[src/rtl/cnbi_pkg.sv]
// ----------------------------------------------------------------------------
// cnbi_pkg
// Shared types, widths and the neighbor step table of the checkerboard
// neighbor index block.
// ----------------------------------------------------------------------------
package cnbi_pkg;

  localparam int SITE_W         = 24;
  localparam int DIR_W          = 2;
  localparam int NB_W           = 3;
  localparam int EXT_W          = 7;
  localparam int CFG_IDX_W      = 3;
  localparam int CFG_DATA_W     = 24;
  localparam int R_W            = SITE_W + 1;
  localparam int CRD_W          = R_W + 1;
  localparam int NEIGHBOURS     = 7;
  localparam int DEF_MAX_EXTENT = 64;

  typedef enum logic [CFG_IDX_W-1:0] {
    CFG_X_SIZE,
    CFG_Y_SIZE,
    CFG_Z_SIZE,
    CFG_T_SIZE,
    CFG_HALF_VOLUME
  } cfg_reg_t;

  typedef struct packed {
    logic [DIR_W-1:0] mu;
    logic [DIR_W-1:0] nu;
    logic [NB_W-1:0]  nb;
    logic             bad;
    logic             q0;
    logic             q1;
    logic [EXT_W-1:0] x;
    logic [EXT_W-1:0] y;
  } side_t;

  typedef struct packed {
    logic inc_mu;
    logic dec_mu;
    logic inc_nu;
    logic dec_nu;
  } step_t;

  typedef logic [CRD_W-1:0] coord_t;

  // offset pair (mu,nu) per neighbor number
  function automatic step_t step_of(logic [NB_W-1:0] nb);
    step_t s;
    s = '0;
    case (nb)
      3'd0: s.inc_mu = 1'b1;
      3'd1: s.inc_nu = 1'b1;
      3'd2: begin
        s.dec_mu = 1'b1;
        s.inc_nu = 1'b1;
      end
      3'd3: s.dec_mu = 1'b1;
      3'd4: begin
        s.dec_mu = 1'b1;
        s.dec_nu = 1'b1;
      end
      3'd5: s.dec_nu = 1'b1;
      3'd6: begin
        s.inc_mu = 1'b1;
        s.dec_nu = 1'b1;
      end
      default: s = '0;
    endcase
    return s;
  endfunction

endpackage

[src/rtl/cnbi_enc.sv]
// ----------------------------------------------------------------------------
// cnbi_enc
// Parity fix-up, periodic shift of mu/nu and even-odd re-encoding,
// five register stages, the last being the output register.
// ----------------------------------------------------------------------------
module cnbi_enc (
  input  logic                                              clk,
  input  logic                                              rst,
  input  logic                                              adv,
  input  logic [3:0][cnbi_pkg::EXT_W-1:0]                   ext,
  input  logic [cnbi_pkg::SITE_W-1:0]                       hv,
  input  logic                                              up_valid,
  input  logic [cnbi_pkg::EXT_W-1:0]                        up_z,
  input  logic [cnbi_pkg::R_W-1:0]                          up_t,
  input  cnbi_pkg::side_t                                   up_side,
  output logic                                              dn_valid,
  output logic [cnbi_pkg::SITE_W-1:0]                       dn_site,
  output logic                                              dn_invalid
);
  import cnbi_pkg::*;

  coord_t           cs   [4];
  coord_t           e1_c [4];
  logic             e1_valid, e1_bad;
  logic [R_W-1:0]   e2_w, e3_w, e4_v;
  coord_t           e2_c0, e2_c1, e3_c0;
  logic             e2_valid, e2_bad, e2_par;
  logic             e3_valid, e3_bad, e3_par;
  logic             e4_valid, e4_bad, e4_par;

  always_comb begin
    coord_t c [4];
    coord_t sum;
    coord_t ext_d;
    step_t  st;
    logic   par0, fix, sel_mu, sel_nu, inc, dec;
    c[0] = CRD_W'(up_side.x);
    c[1] = CRD_W'(up_side.y);
    c[2] = CRD_W'(up_z);
    c[3] = CRD_W'(up_t);
    par0 = c[0][0] ^ c[1][0] ^ c[2][0] ^ c[3][0];
    fix  = !((up_side.q0 && !par0) || (up_side.q1 && par0));
    c[0] = c[0] + CRD_W'(fix);
    st   = step_of(up_side.nb);
    for (int d = 0; d < 4; d++) begin
      sel_mu = up_side.mu == DIR_W'(d);
      sel_nu = up_side.nu == DIR_W'(d);
      inc    = (sel_mu && st.inc_mu) || (sel_nu && st.inc_nu);
      dec    = (sel_mu && st.dec_mu) || (sel_nu && st.dec_nu);
      ext_d  = CRD_W'(ext[d]);
      sum    = inc ? c[d] + 1'b1 : (dec ? c[d] - 1'b1 : c[d]);
      if ((sel_mu || sel_nu) && dec && c[d] == '0) begin
        cs[d] = ext_d - 1'b1;
      end else if ((sel_mu || sel_nu) && sum == ext_d) begin
        cs[d] = '0;
      end else begin
        cs[d] = sum;
      end
    end
  end

  always_ff @(posedge clk) begin
    if (rst) begin
      e1_valid <= 1'b0;
      e2_valid <= 1'b0;
      e3_valid <= 1'b0;
      e4_valid <= 1'b0;
      dn_valid <= 1'b0;
    end else if (adv) begin
      e1_valid <= up_valid;
      e2_valid <= e1_valid;
      e3_valid <= e2_valid;
      e4_valid <= e3_valid;
      dn_valid <= e4_valid;
    end
  end

  always_ff @(posedge clk) begin
    if (adv) begin
      e1_c   <= cs;
      e1_bad <= up_side.bad;

      e2_w   <= R_W'(e1_c[2]) + R_W'(ext[2]) * R_W'(e1_c[3]);
      e2_c0  <= e1_c[0];
      e2_c1  <= e1_c[1];
      e2_par <= e1_c[0][0] ^ e1_c[1][0] ^ e1_c[2][0] ^ e1_c[3][0];
      e2_bad <= e1_bad;

      e3_w   <= R_W'(e2_c1) + R_W'(ext[1]) * e2_w;
      e3_c0  <= e2_c0;
      e3_par <= e2_par;
      e3_bad <= e2_bad;

      e4_v   <= R_W'(e3_c0) + R_W'(ext[0]) * e3_w;
      e4_par <= e3_par;
      e4_bad <= e3_bad;

      dn_site    <= e4_bad ? '0 : e4_v[R_W-1:1] + (e4_par ? hv : '0);
      dn_invalid <= e4_bad;
    end
  end
endmodule

[config.mk]
export PLATFORM = sky130hd
export DESIGN_NAME = cnbi_enc
export DESIGN_NICKNAME = d
export VERILOG_FILES = /design/src/rtl/cnbi_pkg.sv /design/src/rtl/cnbi_enc.sv
export SDC_FILE = /design/constraint.sdc
export NUM_CORES = 1
export LEC_CHECK = 0
export ABC_AREA = 0
export BUFFER_PORTS_ARGS = -buffer_cell sky130_fd_sc_hd__buf_2
export CAP_MARGIN = 20
export CORE_UTILIZATION = 55
export CTS_BUF_LIST = sky130_fd_sc_hd__clkbuf_4
export DETAILED_ROUTE_END_ITERATION = 7
export GPL_TIMING_DRIVEN = 1
export MAX_ROUTING_LAYER = met4
export PLACE_DENSITY = 0.83
export SYNTH_ARGS = -nofsm -noshare
export SYNTH_HDL_FRONTEND = slang
export SYNTH_SLANG_ARGS = --single-unit
[constraint.sdc]
create_clock -name clk -period 10.1 [get_ports clk]
set_clock_uncertainty 0.2 [all_clocks]
set_input_delay 3.03 -clock clk [delete_from_list [all_inputs] [get_ports clk]]
set_output_delay 3.03 -clock clk [all_outputs]
set_load 0.05 [all_outputs]
Word-level counts from Yosys, hierarchy flattened
Index checks and enable logic that the tools add are counted.

word-level totals
  flip-flop bits (word level) = 287
  logic and storage cells = 143
  input port bits = 112

operators by class
  $mul = 3
  multiplexer cells = 21
  $add $sub $neg = 17
  equality and inequality tests = 16
  bitwise gates (word level) = 6
  reduce and logical (&&, ||, !) cells = 56

operator list
  cell                                                                   number
  26-bit two-way mux                                                     8
  25-bit two-way mux                                                     8
  26-bit by 7-bit == test with 1-bit output                              4
  25-bit adder                                                           3
  7-bit by 25-bit multiplier with 25-bit output                          3
  7-bit by 1-bit subtractor with 8-bit output (second input constant)    6
  1-bit logical AND                                                      30
  25-bit by 1-bit adder with 26-bit output (second input constant)       1
  26-bit zero test                                                       1
  25-bit by 1-bit subtractor with 26-bit output (second input constant)  1
  25-bit zero test                                                       1
  24-bit adder                                                           1
  24-bit two-way mux                                                     1
  7-bit by 1-bit adder with 8-bit output (second input constant)         2
  7-bit zero test                                                        2
  1-bit logical OR                                                       13
  8-bit by 1-bit adder with 9-bit output (second input constant)         1
  3-bit == test (second input constant)                                  3
  8-bit by 1-bit subtractor with 9-bit output (second input constant)    1
  7-bit by 1-bit adder with 8-bit output                                 1
  2-bit == test (second input constant)                                  4
  3-bit by 2-bit == test with 1-bit output (second input constant)       2
  3-bit OR reduction                                                     2
  1-bit XOR                                                              6
  7 further kinds                                                        14

Depth between registers and ports, before layout
  depth in word-level cells = 15
  gate-level depth with buffers = 21
  mapped depth without buffers = 19

Worst setup path after synthesis
Ideal clock, no wire load.

  path kind = input to register
  start = input ext[1] (netlist name)
  end = register e4_v[23] (data pin)
  path slack = 1.753 ns
  stages = 20
  buffers on the path = 2
  setup time = 0.258 ns
  data arrival time = 7.890 ns
  cell sequence = clkbuf_1 > clkbuf_1 > and2_1 > fa_1 > inv_1 > fa_1 > inv_1 > fa_1 > inv_1 > fa_1 > inv_1 > ha_1 > or3_1 > o21ai_0 > o31ai_1 > nor4_1 > nor4_1 > a2111oi_0 > o2bb2ai_1 > xnor2_1

on the way
  word-level cells in the longest chain between the ends = 2

RTL lines
  element                                        RTL line        text
  from (decl)                                    cnbi_enc.sv:10  input logic [3:0][cnbi_pkg::EXT_W-1:0] ext,
  7-bit by 25-bit multiplier with 25-bit output  cnbi_enc.sv:94  e4_v <= R_W'(e3_c0) + R_W'(ext[0]) * e3_w;
  25-bit adder                                   cnbi_enc.sv:94
  to (signal assigned)                           cnbi_enc.sv:94
  to (decl)                                      cnbi_enc.sv:25  logic [R_W-1:0] e2_w, e3_w, e4_v;

Every way passes these cells.
A chain may end at the register's enable or synchronous reset.

Final worst setup path
Ends and elaborated chain as after synthesis.

==> impl_metrics.yaml <==
route:
  wl_per_cell_um: 16.8
  drtIter0Drc: 1174
  drt-total-wl_um: 57800
  viasPerCell: 5.65
  drc: 19
  firstDrtPassIters: 8
  vias: 19492
  ant_nets: 0
synthesis:
  avgSynthCellArea_um2: 9.47
  syn_inst: 2760
  synth_top_area_cell: "fa_1"
  synthTopCellsByCount: "inv_1, fa_1, nand2_1"
  synth_flop_cell: "edfxtp_1"
  synth_top_area_frac: 0.277
  synth_nets: 3375
  yosysMostFrequentCell: "inv_1"
  synth_cell_types: 87
  synth_edf_count: 188
  synth_seq_cells: 193
  async_reset_ff_frac: 0
  ys_seq_area_frac: 0.220
  ys.warnings.count: 0
  yosys-top-cells-area: "fa_1, edfxtp_1, ha_1"
  syn_area_um2: 26100
timing:
  drv_slew: 0
  finalHoldViolations: 0
  rsz0062_at_grt: "false"
  fmaxAchievable_mhz: 124
  finalSetupTns_ns: 0
  slew_headroom: 0.334
  worst_slack_ns: 2.06
  min_period_ns: 8.04
  finalCritPeriodShare: 0.796
  setup_viol: 0
  tightestPinTransition_ns: 0.999
job:
  cap_viol_max_count: 0
die:
  rows: 79
  die_h_um: 220
  start_util: 0.560
  core_area_um2: 46700
  die-width_um: 220
  die-area_um2: 48400
  pin_count: 138
clocking:
  h-tree-depth: 4
  cts_made_buffers: 17
  path_clk_slew_ns: 0.19
  postCtsSetupBuffers: 0
  cts_tree: "built"
  cts_max_path_buffers: 2
  insertion_delay_ns: 0.77
  ctsRootBufferMaster: "clkbuf_4"
  cts.repair.resized: 0
  clock-sinks: 193
  ctsHoldBuffers: 0
setup_path:
  worst_ep_required_time_ns: 10.46
  crit_path_end_kind: "register"
  path_class: "primary input to register"
  cp.arrival_ns: 8.40
  path_max_fanout: 27
  critPathSlowestCell: "a2111oi_0"
  worstPathCellList: "buf_2 -> and2_1 -> fa_1 -> inv_1 -> fa_1 -> inv_1 -> fa_1 -> inv_1 -> fa_1 -> inv_1 -> ha_1 -> or3_1 -> o21ai_0 -> o31ai_1 -> nor4_1 -> nor4_1 -> a2111oi_0 -> o2bb2ai_1 -> xnor2_1"
  cpPeakStageDelay_ns: 0.73
  cp-start-kind: "primary input"
placed_design:
  port-buffer-count: 137
  gp_congestion: 0.908
  pre_cts_slack_ns: 1.25
  place_hpwl_um: 46100
final_layout:
  final_layout_size_suffix_gt1_frac: 0.0721
  final_nets: 3431
  area_delta_synth_final_pct: 5.41
run_status:
  status: "finished with violations"
  violations: "DRC"
grt:
  grt_pass1_vias: 20836
  grt_max_degree: 119
  antenna_found_initial: 11
  track_usage: 0.261
  grt_pass1_wl_um: 97700
  grt.overflow.total: 0
hold_path:
  hold_path.class: "register to register"
## layout make-up
cell class	count	area, µm²
clock buffer	17	128
fill	3846	19100
sequential	193	5750
inverter	409	1540
antenna	12	30.0
clock inverter	15	215
timing repair buffer	141	724
multi-input combinational	2054	18400
tap	607	759
## path summary, 6_finish.rpt
kind / from / end / slack, ns / cells after the start
max: ext[1] / e4_v[23] / 2.06 / 19
min: e1_c[81] / e2_c0[3] / 0.24 / 0
max reg2reg: e2_c1[23] / e3_w[24] / 4.06 / 16
min reg2reg: e1_c[81] / e2_c0[3] / 0.24 / 0
## routing by layer
metal,global-route usage,wire [µm],up-vias
met3,0.0428,3130,150
met1,0.278,22300,9618
li1,-,-,9077
met5,-,0,-
met2,0.471,30400,647
met4,0.117,2060,0
## cell families after synthesis
kind of cell / share of synthesized area
and+or+nand+nor: 0.193
buffers and inverters: 0.0757
adders and majority gates: 0.345
AOI/OAI and AO/OA: 0.0840
xor gates and xnor gates: 0.0762
DFF: 0.220
muxes: 0.00670
## per-stage QoR
stage | instance area [µm²] | hold WS [ns] | util | instances
5_1_grt | 27500 | 0.263 | 0.590 | 3448
2_1_floorplan | 26100 | 0.200 | - | 2760
4_1_cts | 27500 | 0.244 | 0.590 | 3436
6_report | 27500 | 0.243 | 0.590 | 3448
3_3_place_gp | 27200 | 0.200 | 0.582 | 3404
3_5_place_dp | 27200 | 0.205 | 0.582 | 3404
## sequential cells by signal, summed over array words and instances, names as in the netlist
signal	count
e2_valid	1
e1_bad	1
e4_valid	1
e3_valid	1
e1_valid	1
e2_c0	10
e3_bad	1
e4_v	24
e2_par	1
e3_w	25
e2_w	25
dn_valid	1
e1_c	53
dn_invalid	1
e4_bad	1
e2_c1	9
e3_par	1
e2_bad	1
e4_par	1
e3_c0	10
dn_site	24
## cell usage in the layout, fill, tap and decap left out, types with 13 or more instances in the layout
cell type / count
ha_1: 142
inv_1: 409
nor3b_1: 13
clkbuf_4: 17
fa_1: 361
a21oi_1: 73
nand3_1: 47
nand2_1: 313
mux2i_1: 13
and2_1: 266
o21a_1: 14
a211oi_1: 18
xnor2_1: 136
nand4_1: 17
buf_2: 136
nor2_1: 135
and3_1: 20
nand2b_1: 14
nor3_1: 54
or3_1: 17
edfxtp_1: 188
a21o_1: 22
o21ai_0: 85
nor2b_1: 23
xor2_1: 73
## critical path: cells and delay by family
kind / cells / cell delay (ns)
fa+ha+maj: 5 / 2.21
xor+xnor: 1 / 0.08
simple gates: 4 / 1.00
buf+inv: 5 / 0.47
compound gates: 4 / 1.59
Power is not shown: default switching activity piles up to over one toggle a cycle in this logic, so the estimate is an artifact.
