$ cat src/rtl/cnbi_pkg.sv
// ----------------------------------------------------------------------------
// cnbi_pkg
// Shared types, widths and the neighbor step table of the checkerboard
// neighbor index block.
// ----------------------------------------------------------------------------
package cnbi_pkg;

  localparam int SITE_W         = 24;
  localparam int DIR_W          = 2;
  localparam int NB_W           = 3;
  localparam int EXT_W          = 7;
  localparam int CFG_IDX_W      = 3;
  localparam int CFG_DATA_W     = 24;
  localparam int R_W            = SITE_W + 1;
  localparam int CRD_W          = R_W + 1;
  localparam int NEIGHBOURS     = 7;
  localparam int DEF_MAX_EXTENT = 64;

  typedef enum logic [CFG_IDX_W-1:0] {
    CFG_X_SIZE,
    CFG_Y_SIZE,
    CFG_Z_SIZE,
    CFG_T_SIZE,
    CFG_HALF_VOLUME
  } cfg_reg_t;

  typedef struct packed {
    logic [DIR_W-1:0] mu;
    logic [DIR_W-1:0] nu;
    logic [NB_W-1:0]  nb;
    logic             bad;
    logic             q0;
    logic             q1;
    logic [EXT_W-1:0] x;
    logic [EXT_W-1:0] y;
  } side_t;

  typedef struct packed {
    logic inc_mu;
    logic dec_mu;
    logic inc_nu;
    logic dec_nu;
  } step_t;

  typedef logic [CRD_W-1:0] coord_t;

  // offset pair (mu,nu) per neighbor number
  function automatic step_t step_of(logic [NB_W-1:0] nb);
    step_t s;
    s = '0;
    case (nb)
      3'd0: s.inc_mu = 1'b1;
      3'd1: s.inc_nu = 1'b1;
      3'd2: begin
        s.dec_mu = 1'b1;
        s.inc_nu = 1'b1;
      end
      3'd3: s.dec_mu = 1'b1;
      3'd4: begin
        s.dec_mu = 1'b1;
        s.dec_nu = 1'b1;
      end
      3'd5: s.dec_nu = 1'b1;
      3'd6: begin
        s.inc_mu = 1'b1;
        s.dec_nu = 1'b1;
      end
      default: s = '0;
    endcase
    return s;
  endfunction

endpackage

$ cat src/rtl/cnbi_cell.sv
// ----------------------------------------------------------------------------
// cnbi_cell
// One restoring-division cell: resolves one quotient bit and hands the
// partial remainder, shifted dividend/quotient and sideband on.
// ----------------------------------------------------------------------------
module cnbi_cell #(
  parameter int N = 8,
  parameter int M = 8
) (
  input  logic              clk,
  input  logic              rst,
  input  logic              adv,
  input  logic [M-1:0]      divisor,
  input  logic              up_valid,
  input  logic [M-1:0]      up_rem,
  input  logic [N-1:0]      up_dq,
  input  cnbi_pkg::side_t   up_side,
  output logic              dn_valid,
  output logic [M-1:0]      dn_rem,
  output logic [N-1:0]      dn_dq,
  output cnbi_pkg::side_t   dn_side
);
  logic [M:0] trial;
  logic       take;

  assign trial = {up_rem, up_dq[N-1]};
  assign take  = trial >= {1'b0, divisor};

  always_ff @(posedge clk) begin
    if (rst) begin
      dn_valid <= 1'b0;
    end else if (adv) begin
      dn_valid <= up_valid;
    end
  end

  always_ff @(posedge clk) begin
    if (adv) begin
      dn_rem  <= take ? M'(trial - {1'b0, divisor}) : trial[M-1:0];
      dn_dq   <= {up_dq[N-2:0], take};
      dn_side <= up_side;
    end
  end
endmodule

$ cat src/rtl/cnbi_div.sv
// ----------------------------------------------------------------------------
// cnbi_div
// Divider as a chain of N cells, one quotient bit per cell, one beat per
// cycle while adv is high; the whole chain holds while adv is low.
// ----------------------------------------------------------------------------
module cnbi_div #(
  parameter int N = 8,
  parameter int M = 8
) (
  input  logic              clk,
  input  logic              rst,
  input  logic              adv,
  input  logic [M-1:0]      divisor,
  input  logic              up_valid,
  input  logic [N-1:0]      up_dq,
  input  cnbi_pkg::side_t   up_side,
  output logic              dn_valid,
  output logic [N-1:0]      dn_quo,
  output logic [M-1:0]      dn_rem,
  output cnbi_pkg::side_t   dn_side
);
  import cnbi_pkg::*;

  logic         v   [N+1];
  logic [M-1:0] rem [N+1];
  logic [N-1:0] dq  [N+1];
  side_t        sd  [N+1];

  assign v[0]   = up_valid;
  assign rem[0] = '0;
  assign dq[0]  = up_dq;
  assign sd[0]  = up_side;

  for (genvar k = 0; k < N; k++) begin : g_cell
    cnbi_cell #(.N(N), .M(M)) u_cell (
      .clk      (clk),
      .rst      (rst),
      .adv      (adv),
      .divisor  (divisor),
      .up_valid (v[k]),
      .up_rem   (rem[k]),
      .up_dq    (dq[k]),
      .up_side  (sd[k]),
      .dn_valid (v[k+1]),
      .dn_rem   (rem[k+1]),
      .dn_dq    (dq[k+1]),
      .dn_side  (sd[k+1])
    );
  end

  assign dn_valid = v[N];
  assign dn_quo   = dq[N];
  assign dn_rem   = rem[N];
  assign dn_side  = sd[N];
endmodule

$ cat config.mk
export PLATFORM = sky130hd
export DESIGN_NAME = cnbi_div
export DESIGN_NICKNAME = d
export VERILOG_FILES = /design/src/rtl/cnbi_pkg.sv /design/src/rtl/cnbi_cell.sv /design/src/rtl/cnbi_div.sv
export SDC_FILE = /design/constraint.sdc
export NUM_CORES = 1
export LEC_CHECK = 0
export BUFFER_PORTS_ARGS = -buffer_cell sky130_fd_sc_hd__clkbuf_2
export CORE_ASPECT_RATIO = 0.5
export CORE_MARGIN = 2
export CORE_UTILIZATION = 48
export DETAILED_ROUTE_END_ITERATION = 8
export PLACE_DENSITY_LB_ADDON = 0.05
export SYNTH_ARGS = -nofsm -noshare
export SYNTH_HDL_FRONTEND = slang
export SYNTH_SLANG_ARGS = --single-unit
$ cat constraint.sdc
create_clock -name clk -period 5.29 [get_ports clk]
set_input_delay 0.529 -clock clk [delete_from_list [all_inputs] [get_ports clk]]
set_output_delay 0.529 -clock clk [all_outputs]
set_load 0.005 [all_outputs]
Yosys cells after proc, flatten, opt, wreduce, memory -nomap -nowiden. Index checks and enable logic that the tools add are counted. W data, S select, Z words.

Output and inout port bits: 41. Register bits after elaboration: 328. Input bits: 44. Word-level logic and storage cells: 113.

Add/sub/neg operators: 8. $lt $le $gt $ge: 8. Mux-type cells: 8.

Operators with widths (number): $ge A9 B8 Y1 (7); $mux W8 (7); $sub A8 B8 Y8 (7); $ge A1 B8 Y1 (1); $sub A1 B8 Y8 (1); $mux W1 (1).

Logic depth before layout (Yosys ltp). Gate-level depths: netlist of the first run.

Depth in word-level cells: 2. Gate-level depth with buffers: 9. Gate-level depth less buffers: 8.

Hierarchy. A second synthesis of the first run with hierarchy kept.

Cell total of the unflattened synthesis: 885. Area total of the unflattened synthesis: 14087.3 um^2.

By module, submodules not included: cnbi_cell at g_cell[2].u_cell ... (cells each 111, instances 5, seq. area each 1221.2 um^2, area each 1754.2 um^2); cnbi_cell at g_cell[0].u_cell ... (cells each 109, instances 2, seq. area each 1221.2 um^2, area each 1774.2 um^2); cnbi_cell at g_cell[5].u_cell (cells each 111, instances 1, seq. area each 1221.2 um^2, area each 1764.2 um^2); cnbi_div (cells each 1, instances 1, seq. area each 0.0 um^2, area each 3.8 um^2).

Worst setup path before layout of the first run. Ideal clock, no wire load.

Kind: input-to-reg. From: input divisor[3]. To: register g_cell[6].u_cell.dn_rem[2] (data pin). Slack: 2.917 ns. Stages on the path: 7. Arrival: 2.113 ns. Path through: inv_1 > ha_1 > a21o_1 > a21oi_4 > o21ai_2 > a41oi_4 > mux2_2.

Word-level cells in the longest chain between the ends: 2.

Ends and longest elaborated chain: from (decl) (line cnbi_div.sv:13) `input logic [M-1:0] divisor,`; $ge A9 B8 Y1 (line cnbi_cell.sv:27) `assign take = trial >= {1'b0, divisor};`; $mux W8 (line cnbi_cell.sv:39) `dn_rem <= take ? M'(trial - {1'b0, divisor}) : trial[M-1:0];`; to (signal assigned) (line cnbi_cell.sv:39); to (decl) (line cnbi_cell.sv:19) `output logic [M-1:0] dn_rem,`.

Every way passes these cells. A chain may end at the register's enable or synchronous reset.

Worst setup path after layout of the first run.
From: input divisor[1]. To: register g_cell[4].u_cell.dn_rem[7] (data pin).

Word-level cells in the longest chain between the ends: 2. Elaborated cells on any way between the ends: 3.

Ends and longest elaborated chain (line): $sub A8 B8 Y8 or $ge A9 B8 Y1 (tied branches) (cnbi_cell.sv:39, cnbi_cell.sv:27); $mux W8 * (cnbi_cell.sv:39); to (signal assigned) (cnbi_cell.sv:39); to (decl) (cnbi_cell.sv:19).

Mark *: on every way between the ends. The rest lies on a longest branch, timed or not.

==> impl_metrics.toml, run 1 <==
[placement]
dp_worst_setup_slack_ns = 2.173
place_congestion = 0.8711
dp.cells = 1237
dp_hpwl_um = 12810
io_buffers = 84

[yosys]
synth_top_family_by_area = "compound AO/OA/AOI/OAI gates"
synth_ff_type = "edfxtp_1"
synth_top_area_frac = 0.7241
syn_area_per_cell_sq_um = 16.26
ys_ff_latch = 328
ys_async_sr_fraction = 0
synth_xor_area_frac = 0.01386
synth-compound-area-share = 0.08693
synthMuxAreaShare = 0.01754
synth_area_leaders = "edfxtp_1 72%, ha_1 5.5%, nand2_1 1.8%, o21ai_0 1.7%, a21oi_1 1.4%"
yosys-top-cells-count = "320 x edfxtp_1, 62 x nand2_1, 58 x ha_1"
synth_most_common_cell = "edfxtp_1"
synth_fa_ha_area_frac = 0.06525
synth_cells = 816
yosysWarnings = 0
yosysUniqueCellTypes = 54
yosys.area_share.simple = 0.05987
syn_nets = 925
yosys.area.top_type = "edfxtp_1"
yosysSeqAreaShare = 0.7362
synth_edf_count = 320
syn-cell-area_sq_um = 13270

[cts]
cts_tree = "built"
clock-sinks = 328
cts_inserted_buffers = 28
clk_pin_slew_ns = 0.07
cts_hold_repair.buffers = 0
cts_setup_buffers = 0
cts_resized = 0
clock_path_buffers = 3
cts_root_buffer = "clkbuf_16"
clock_latency_ns = 0.56
htreeDepth = 1

[worst_setup_path]
critPathArrivalTime_ns = 2.81
reg2reg_slack_ns = 2.93
r2r_end = "g_cell[2].u_cell.dn_rem[7]"
crit_type = "primary input to flip-flop"
reg2reg_depth = 6
r2r_start = "g_cell[1].u_cell.dn_rem[3]"
critical_path.max_fanout = 17
endpoint_kind = "flip-flop"
critPathRequiredTime_ns = 5.59
startpoint = "divisor[1]"
cp-start-kind = "primary input"
cp-endpoint = "g_cell[4].u_cell.dn_rem[7]"

[global_route]
grt_max_degree = 194
grt_pass1_vias = 6498
grt_pass1_wl_um = 33050
antenna_found_initial = 0
overflow = 0
grtUsageTotal = 0.1455

[cells_and_area]
syn2layout_area_growth_pct = 12.91
fill_cells = 2160
drive_gt1_frac = 0.1697
fin_nets = 1024
final_cells = 1289
n_antenna_cell = 0

[die]
die-height_um = 121.6
core_sq_um = 26800
start_util = 0.4951
row_count = 42
die_w_um = 239.1
die-area_sq_um = 29070
io_pins = 85

[status]
status = "completed"

[sta]
setup_tns_ns = 0
slew_violations = 0
skew_ns = 0.01451
relSlewSlack = 0.2934
rsz0062_at_grt = "false"
hold_viol = 0
period_minus_slack_ns = 2.517
worst_pin_slew_ns = 1.060
post-route-period-util = 0.4758
setup_viol = 0
fmaxAchievable_ghz = 0.3973
finalWorstSetupSlack_ns = 2.773

[detailed_routing]
remaining_drc_errors = 0
drt_iter0_markers = 424
routedWlPerCell_um = 15.99
routed_wl_um = 20610
via_per_inst = 5.196
dr.pass1.iters = 4
vias = 6697
ant_nets = 0

[run]
maxCapViolCount = 0

[power]
vdd_ir_drop_max_mv = 0.2466
powerDensity_nw_per_um2 = 445.3
p_total_mw = 6.671
p_leak_nw = 5.556

[min_path]
hold_path_class = "primary input to flip-flop"
worst max-delay path, stage by stage:
cell and delay [ns]:
clkbuf_2 0.30, inv_1 0.34, ha_1 0.41, nand2_1 0.05, o21ai_0 0.45, a221oi_4 0.25
o41a_1 0.47
how the worst min path moves through the flow:
stage          slack (ns)                      endpoint                         start  cells after the start
6_report             0.14  g_cell[0].u_cell.dn_side[14]                   up_side[14]                      1
5_1_grt              0.10     g_cell[0].u_cell.dn_dq[5]                      up_dq[4]                      1
4_1_cts              0.10   g_cell[0].u_cell.dn_side[8]                    up_side[8]                      1
3_5_place_dp         0.40  g_cell[1].u_cell.dn_side[11]  g_cell[0].u_cell.dn_side[11]                      0
3_3_place_gp         0.40  g_cell[3].u_cell.dn_side[12]  g_cell[2].u_cell.dn_side[12]                      0
2_1_floorplan        0.40     g_cell[1].u_cell.dn_dq[1]     g_cell[0].u_cell.dn_dq[0]                      0
logic make-up after synthesis:
family,Yosys count
flops,328
mux,22
buf+inv,59
xor+xnor,21
simple gates,160
fa+ha+maj,65
compound gates,161
layout by cell type (no fill, tap or decap), types with 5 or more instances in the layout:
cell type and count:
edfxtp_1 320, clkbuf_2 83, nand2_1 62, ha_1 58, o21ai_0 46, inv_1 41, a21oi_1 38, clkbuf_16 28
nor2_1 22, o21a_1 18, xor2_1 16, nand2b_1 14, mux2i_1 12, nor3_1 12, nor2b_1 10, o31ai_1 10
mux2_2 9, a21o_1 9, nand3_1 9, clkinv_2 8, dfxtp_1 8, fa_1 7, xnor2_1 5, o21ai_1 5
and4_1 5, or2_2 5, a221oi_4 5, a211oi_1 5, clkinv_1 5, clkbuf_1 5
report_power, final:
| part | internal (mW) | switching, mW | total (mW) | leakage [nW] |
|---|---|---|---|---|
| Combinational | 0.561 | 0.717 | 1.28 | 1.92 |
| Clock | 1.13 | 0.912 | 2.04 | 0.448 |
| Sequential | 3.24 | 0.108 | 3.35 | 3.19 |
| Total | 4.93 | 1.74 | 6.67 | 5.56 |
cell type report:
class	count	area, sq um	area share
Sequential cell	328	9769	0.6520
Multi-Input combinational cell	429	3231	0.2156
Clock buffer	33	719.4	0.04802
Timing Repair Buffer	86	470.5	0.03140
Tap cell	352	440.4	0.02939
Clock inverter	19	195.2	0.01303
Inverter	42	157.7	0.01052
per-stage QoR:
step | hold WS [ns] | cell area (sq um) | util
2_1_floorplan | 0.4003 | 13270 | -
3_5_place_dp | 0.4045 | 14070 | 0.5249
5_1_grt | 0.1020 | 14980 | 0.5591
4_1_cts | 0.1042 | 14980 | 0.5591
3_3_place_gp | 0.4001 | 14070 | 0.5249
6_report | 0.1368 | 14980 | 0.5591
flip-flops by register name (all words and copies together) (netlist names):
name	flops
g_cell.u_cell.dn_valid	8
g_cell.u_cell.dn_side	192
g_cell.u_cell.dn_rem	64
g_cell.u_cell.dn_dq	64
per-layer routing:
metal	routed length (um)	up-vias	track usage
met4	503	0	0.03828
met3	1009	37	0.03399
met2	9384	119	0.2336
met5	0	-	0
li1	-	3308	-
met1	9712	3233	0.2026
Note: power is estimated with default switching activity, not from simulation.
==> run 2: changes to the inputs <==
==> constraint.sdc (replaced) <==
create_clock -name clk -period 2.1 [get_ports clk]
set_input_delay 0.21 -clock clk [delete_from_list [all_inputs] [get_ports clk]]
set_output_delay 0.21 -clock clk [all_outputs]
set_load 0.005 [all_outputs]
==> run 2 against run 1 <==
Core utilization grew 8.4 points. Final area is 15% higher. Flip-flop and latch count unchanged. Critical path type is now flip-flop to flip-flop. Largest power group unchanged.
==> impl_metrics.toml, run 2 (synthesis results as in run 1) <==
[worst_setup_path]
critPathArrivalTime_ns = 2.41
r2r_end = "g_cell[5].u_cell.dn_rem[4]"
critPathRequiredTime_ns = 2.42
cp-start-kind = "flip-flop"
cp_slowest_cell = "edfxtp_1"
path_cells = "ha_1 -> a21o_1 -> a21oi_2 -> a21oi_4 -> a21boi_4 -> buf_12 -> mux2_4"
crit_type = "flip-flop to flip-flop"
r2r_start = "g_cell[4].u_cell.dn_rem[2]"
reg2reg_depth = 7
endpoint_kind = "flip-flop"
critical_path.max_stage_delay_ns = 0.43
reg2reg_slack_ns = 0.01
critical_path.max_fanout = 6

[cells_and_area]
fin_nets = 1226
largest_reg_flops = 192
fill_cells = 1910
largestRegisters = "g_cell.u_cell.dn_side (192), g_cell.u_cell.dn_dq (64), g_cell.u_cell.dn_rem (64)"
regMostFlops = "g_cell.u_cell.dn_side"
final_common_cell = "edfxtp_1"
drive_gt1_frac = 0.3275
seqCellArea_sq_um = 9769
multi_input_area_sq_um = 3601
syn2layout_area_growth_pct = 29.92
final_cells = 1491
fin_util = 0.6433
n_antenna_cell = 0
final_cell_mix = "320 x edfxtp_1, 148 x buf_4, 83 x clkbuf_2, 62 x nand2_1, 42 x ha_1"

[detailed_routing]
ant_nets = 0
via_per_inst = 5.029
routedWlPerCell_um = 15.92
dr.pass1.iters = 4
remaining_drc_errors = 0
drt_iter0_markers = 410
routed_wl_um = 23740
vias = 7498

[sta]
fmaxAchievable_ghz = 0.4786
post-route-period-util = 0.9950
period_minus_slack_ns = 2.089
slew_violations = 0
relSlewSlack = 0.6568
hold_viol = 0
setup_viol = 0
finalWorstSetupSlack_ns = 0.01057
setup_tns_ns = 0
skew_ns = 0.01228
worst_hold_slack_ns = 0.05040
worst_pin_slew_ns = 0.5148
rsz0062_at_grt = "true"

[power]
p_leak_nw = 6.686
powerDensity_nw_per_um2 = 1098
vdd_ir_drop_max_mv = 0.7120

[die]
start_util = 0.4951
io_pins = 85
row_count = 42
die-area_sq_um = 29070
die-height_um = 121.6
core_sq_um = 26800
die_w_um = 239.1

[global_route]
grt_max_degree = 56
grt_pass1_wl_um = 36960
grtUsageTotal = 0.1644
overflow = 0
antenna_found_initial = 0
grt_pass1_vias = 7379

[placement]
io_buffers = 84
dp.cells = 1390
dp_worst_setup_slack_ns = -0.2758
dp_hpwl_um = 15760
place_congestion = 0.8734

[min_path]
hold_end = "g_cell[0].u_cell.dn_rem[0]"
worstHoldStart = "up_dq[7]"
hold_path_class = "primary input to flip-flop"
hold_path_depth = 3

[status]
status = "completed"

[cts]
clock-sinks = 328
htreeDepth = 1
cts_inserted_buffers = 29
clk_pin_slew_ns = 0.07
clock_path_buffers = 3
cts_root_buffer = "clkbuf_16"
clock_latency_ns = 0.57
cts_tree = "built"

[run]
maxCapViolCount = 0
## run 2: changes by cell type in the layout (fill, tap and decap cells not counted), moves of 12 or more
cell	delta
buf_4	+148
buf_12	+15
dlygate4sd3_1	+34
ha_4	+15
a21oi_1	-12
ha_1	-16
## run 2: how the worst max path moves through the flow
stage / from / to
detailed placement: divisor[0] / g_cell[3].u_cell.dn_rem[7]
global placement: divisor[6] / g_cell[1].u_cell.dn_rem[1]
floorplan: g_cell[5].u_cell.dn_rem[2] / g_cell[6].u_cell.dn_rem[2]
global route: g_cell[2].u_cell.dn_rem[2] / g_cell[3].u_cell.dn_rem[6]
CTS: g_cell[5].u_cell.dn_rem[1] / g_cell[6].u_cell.dn_rem[6]
finish: g_cell[4].u_cell.dn_rem[2] / g_cell[5].u_cell.dn_rem[4]
## run 2: final cells by class
cell class | instances | area share
Sequential cell | 328 | 0.5667
Multi-Input combinational cell | 429 | 0.2089
Clock buffer | 34 | 0.04318
Tap cell | 352 | 0.02555
Inverter | 42 | 0.009144
Clock inverter | 19 | 0.01510
Timing Repair Buffer | 287 | 0.1315
## run 2: stage by stage
| stage | power (mW) | cell area, sq um |
|---|---|---|
| 2_1_floorplan | 10.95 | 13270 |
| 3_3_place_gp | 12.65 | 15370 |
| 3_5_place_dp | 12.73 | 15370 |
| 4_1_cts | 18.55 | 16790 |
| 5_1_grt | 19.92 | 17240 |
| 6_report | 18.94 | 17240 |
## run 2: power breakdown
| part | switching [mW] | leakage [nW] | internal (mW) |
|---|---|---|---|
| clock network | 2.31 | 0.490 | 3.29 |
| registers | 0.328 | 3.19 | 8.17 |
| logic | 2.21 | 3.01 | 2.63 |
## run 2: repair_timing
action / CTS / global route
hold buffers: 34 / 0
endpoints found under the setup margin: 32 / 50
hold endpoints to repair: 39 / 0
buffers inserted: 5 / 9
pin swaps: 5 / 17
gates resized for setup: 9 / 62
## run 2: routing by layer
layer | GRT usage | share of wire | routed length (um)
met2 | 0.2687 | 0.47 | 11150
met5 | 0 | 0 | 0
met4 | 0.05781 | 0.028 | 664
met1 | 0.2200 | 0.46 | 10880
met3 | 0.03648 | 0.044 | 1040
## run 2: critical path: cells and delay by family, from the launching register on
kind	cells	cell delay (ns)
AO/OA/AOI/OAI	4	0.63
adder cells (fa/ha/maj)	1	0.35
buffers and inverters	1	0.14
flip-flops	1	0.43
multiplexers	1	0.29
==> run 3: changes to the inputs <==
--- a/config.mk
+++ b/config.mk
@@ -5,7 +5,8 @@
 export SDC_FILE = /design/constraint.sdc
 export NUM_CORES = 1
 export LEC_CHECK = 0
-export BUFFER_PORTS_ARGS = -buffer_cell sky130_fd_sc_hd__clkbuf_2
+export ABC_AREA = 1
+export BUFFER_PORTS_ARGS = -buffer_cell sky130_fd_sc_hd__buf_4
 export CORE_ASPECT_RATIO = 0.5
 export CORE_MARGIN = 2
 export CORE_UTILIZATION = 48
==> run 3 against run 2 <==
Worst setup slack improved by 0.17 ns. Wire length grew 3.8%. Flip-flop and latch count stayed put. Synthesized cell count grew 36%. Non-clock buffer count decreased by 100. Area after synthesis up 6.1%. Final area down 1.5%. Clock skew fell by 0.0051 ns. Critical endpoint is now g_cell[6].u_cell.dn_rem[7]. Maximum frequency is 8.6% higher.
==> impl_metrics.toml, run 3 <==
[detailed_routing]
via_per_inst = 4.856
remaining_drc_errors = 0
ant_nets = 0
routed_wl_um = 24640
dr.pass1.iters = 5
vias = 8392
drt_iter0_markers = 399
routedWlPerCell_um = 14.26

[cells_and_area]
fin_util = 0.5863
final_cell_mix = "320 x edfxtp_1, 314 x nand2_1, 141 x buf_4, 120 x inv_1, 103 x nand3_1"
largest_reg_flops = 192
largestRegisters = "g_cell.u_cell.dn_side (192), g_cell.u_cell.dn_dq (64), g_cell.u_cell.dn_rem (64)"
final_common_cell = "edfxtp_1"
regMostFlops = "g_cell.u_cell.dn_side"
design_area_sq_um = 16980
drive_gt1_frac = 0.1930
syn2layout_area_growth_pct = 20.54
fill_cells = 2381
fin_nets = 1424
n_antenna_cell = 0

[power]
vdd_ir_drop_max_mv = 0.7158
p_leak_nw = 7.216
powerDensity_nw_per_um2 = 1059

[die]
io_pins = 85
row_count = 44
core_sq_um = 28960
die-height_um = 125.1
die-area_sq_um = 30820
die_w_um = 246.3
start_util = 0.4864

[placement]
io_buffers = 84
place_congestion = 0.8684
dp_worst_setup_slack_ns = 0.1414
dp_hpwl_um = 17250
dpl-instance-area_sq_um = 15720

[worst_setup_path]
reg2reg_depth = 9
cp-start-kind = "primary input"
critPathArrivalTime_ns = 2.23
crit_type = "primary input to flip-flop"
critPathRequiredTime_ns = 2.40
r2r_end = "g_cell[7].u_cell.dn_rem[6]"
critical_path.max_fanout = 9
reg2reg_slack_ns = 0.21
endpoint_kind = "flip-flop"
r2r_start = "g_cell[6].u_cell.dn_rem[1]"

[cts]
clock_path_buffers = 3
cts_resized = 0
htreeDepth = 1
cts_tree = "built"
clk_pin_slew_ns = 0.07
cts_inserted_buffers = 29
cts_root_buffer = "clkbuf_16"
clock-sinks = 328
clock_latency_ns = 0.54

[yosys]
yosysUniqueCellTypes = 35
syn_nets = 1222
syn-cell-area_sq_um = 14090
synth_most_common_cell = "edfxtp_1"
yosys.area.top_type = "edfxtp_1"
yosysSeqAreaShare = 0.6936
synth_ff_type = "edfxtp_1"
synth_area_leaders = "edfxtp_1 68%, nand2_1 8.4%, ha_1 5.2%, nand3_1 3.7%, inv_1 3.2%"
ys_ff_latch = 328
yosysWarnings = 0
synth_top_area_frac = 0.6822
synth_edf_count = 320
yosys-top-cells-count = "320 x edfxtp_1, 314 x nand2_1, 120 x inv_1"
synth_cells = 1113
syn_area_per_cell_sq_um = 12.66
ys_async_sr_fraction = 0

[global_route]
grt_pass1_wl_um = 40550
grtUsageTotal = 0.1646
antenna_found_initial = 0
grt_max_degree = 72
grt_pass1_vias = 8249
overflow = 0

[min_path]
hold_path_class = "primary input to flip-flop"
hold_end = "g_cell[0].u_cell.dn_side[8]"
worstHoldStart = "adv"
hold_path_depth = 1

[sta]
rsz0062_at_grt = "false"
worst_pin_slew_ns = 0.5271
period_minus_slack_ns = 1.924
post-route-period-util = 0.9163
fmaxAchievable_ghz = 0.5197
relSlewSlack = 0.6454
skew_ns = 0.007182
hold_viol = 0
finalWorstSetupSlack_ns = 0.1758
setup_viol = 0
slew_violations = 0
setup_tns_ns = 0

[status]
status = "completed"

[run]
maxCapViolCount = 0
-- run 3: cell count changes after synthesis, moves of 12 or more --
| cell | previous run | this run |
|---|---|---|
| inv_1 | 41 | 120 |
| nand3_1 | 9 | 103 |
| nor3_1 | 12 | 0 |
| o21ai_0 | 46 | 0 |
| nand2b_1 | 14 | 0 |
| o21a_1 | 18 | 0 |
| nand2_1 | 62 | 314 |
| mux2i_1 | 12 | 0 |
| nor2_1 | 22 | 40 |
-- run 3: final cells by class --
class	instances	area, sq um	area share
Tap cell	391	489.2	0.02881
Inverter	126	473.0	0.02786
Multi-Input combinational cell	643	3715	0.2188
Sequential cell	328	9769	0.5754
Clock buffer	38	790.8	0.04657
Timing Repair Buffer	187	1624	0.09565
Clock inverter	15	117.6	0.006927
-- run 3: worst max path at each step --
stage	start	endpoint	slack, ns
global route	divisor[4]	g_cell[6].u_cell.dn_rem[7]	0.03
CTS	divisor[4]	g_cell[6].u_cell.dn_rem[7]	0.19
finish	divisor[4]	g_cell[6].u_cell.dn_rem[7]	0.18
global placement	divisor[4]	g_cell[6].u_cell.dn_rem[7]	0.16
detailed placement	divisor[4]	g_cell[6].u_cell.dn_rem[7]	0.14
floorplan	g_cell[5].u_cell.dn_rem[1]	g_cell[6].u_cell.dn_rem[7]	0.44
-- run 3: kinds of logic after synthesis --
group,after synthesis,share of synthesized area
xor gates and xnor gates,21,0.01306
DFF,328,0.6936
AOI/OAI and AO/OA,36,0.01492
and+or+nand+nor,521,0.1743
buffers and inverters,142,0.04272
adders and majority gates,65,0.06147
-- run 3: critical path: stages --
cell and delay (ns):
dlygate4sd3_1 0.53, buf_4 0.14, inv_1 0.09, buf_12 0.15, ha_1 0.28, nand2_2 0.11
clkinv_1 0.09, a21oi_2 0.18, nand2_2 0.09, nand2_4 0.14, nand2_8 0.09, nand2_1 0.07
nand2_1 0.05
-- run 3: what timing repair did --
item,CTS,global route
hold buffers,35,0
buffers inserted,0,0
hold endpoints to repair,42,0
setup endpoints to repair,0,0
-- run 3: through the flow --
step | power [mW] | instances | hold WS, ns
after floorplan | 11.48 | 1113 | 0.3089
after global placement | 12.97 | 1640 | 0.3886
after detailed placement | 13.05 | 1640 | 0.3893
after CTS | 18.22 | 1728 | 0.02240
after global routing | 19.12 | 1728 | 0.02715
final | 17.99 | 1728 | 0.02946
-- run 3: routing by layer --
metal / vias to the layer above / GRT usage / share of wire
met1: 3976 / 0.2269 / 0.47
met2: 151 / 0.2687 / 0.47
met4: 0 / 0.04394 / 0.024
li1: 4216 / - / -
met5: - / 0 / 0
met3: 49 / 0.03306 / 0.040
-- run 3: where the power goes --
part	leakage [nW]	internal, mW	switching, mW	total (mW)
Clock	0.450	2.79	2.25	5.05
Sequential	3.20	8.17	0.356	8.53
Combinational	3.57	1.88	2.53	4.42
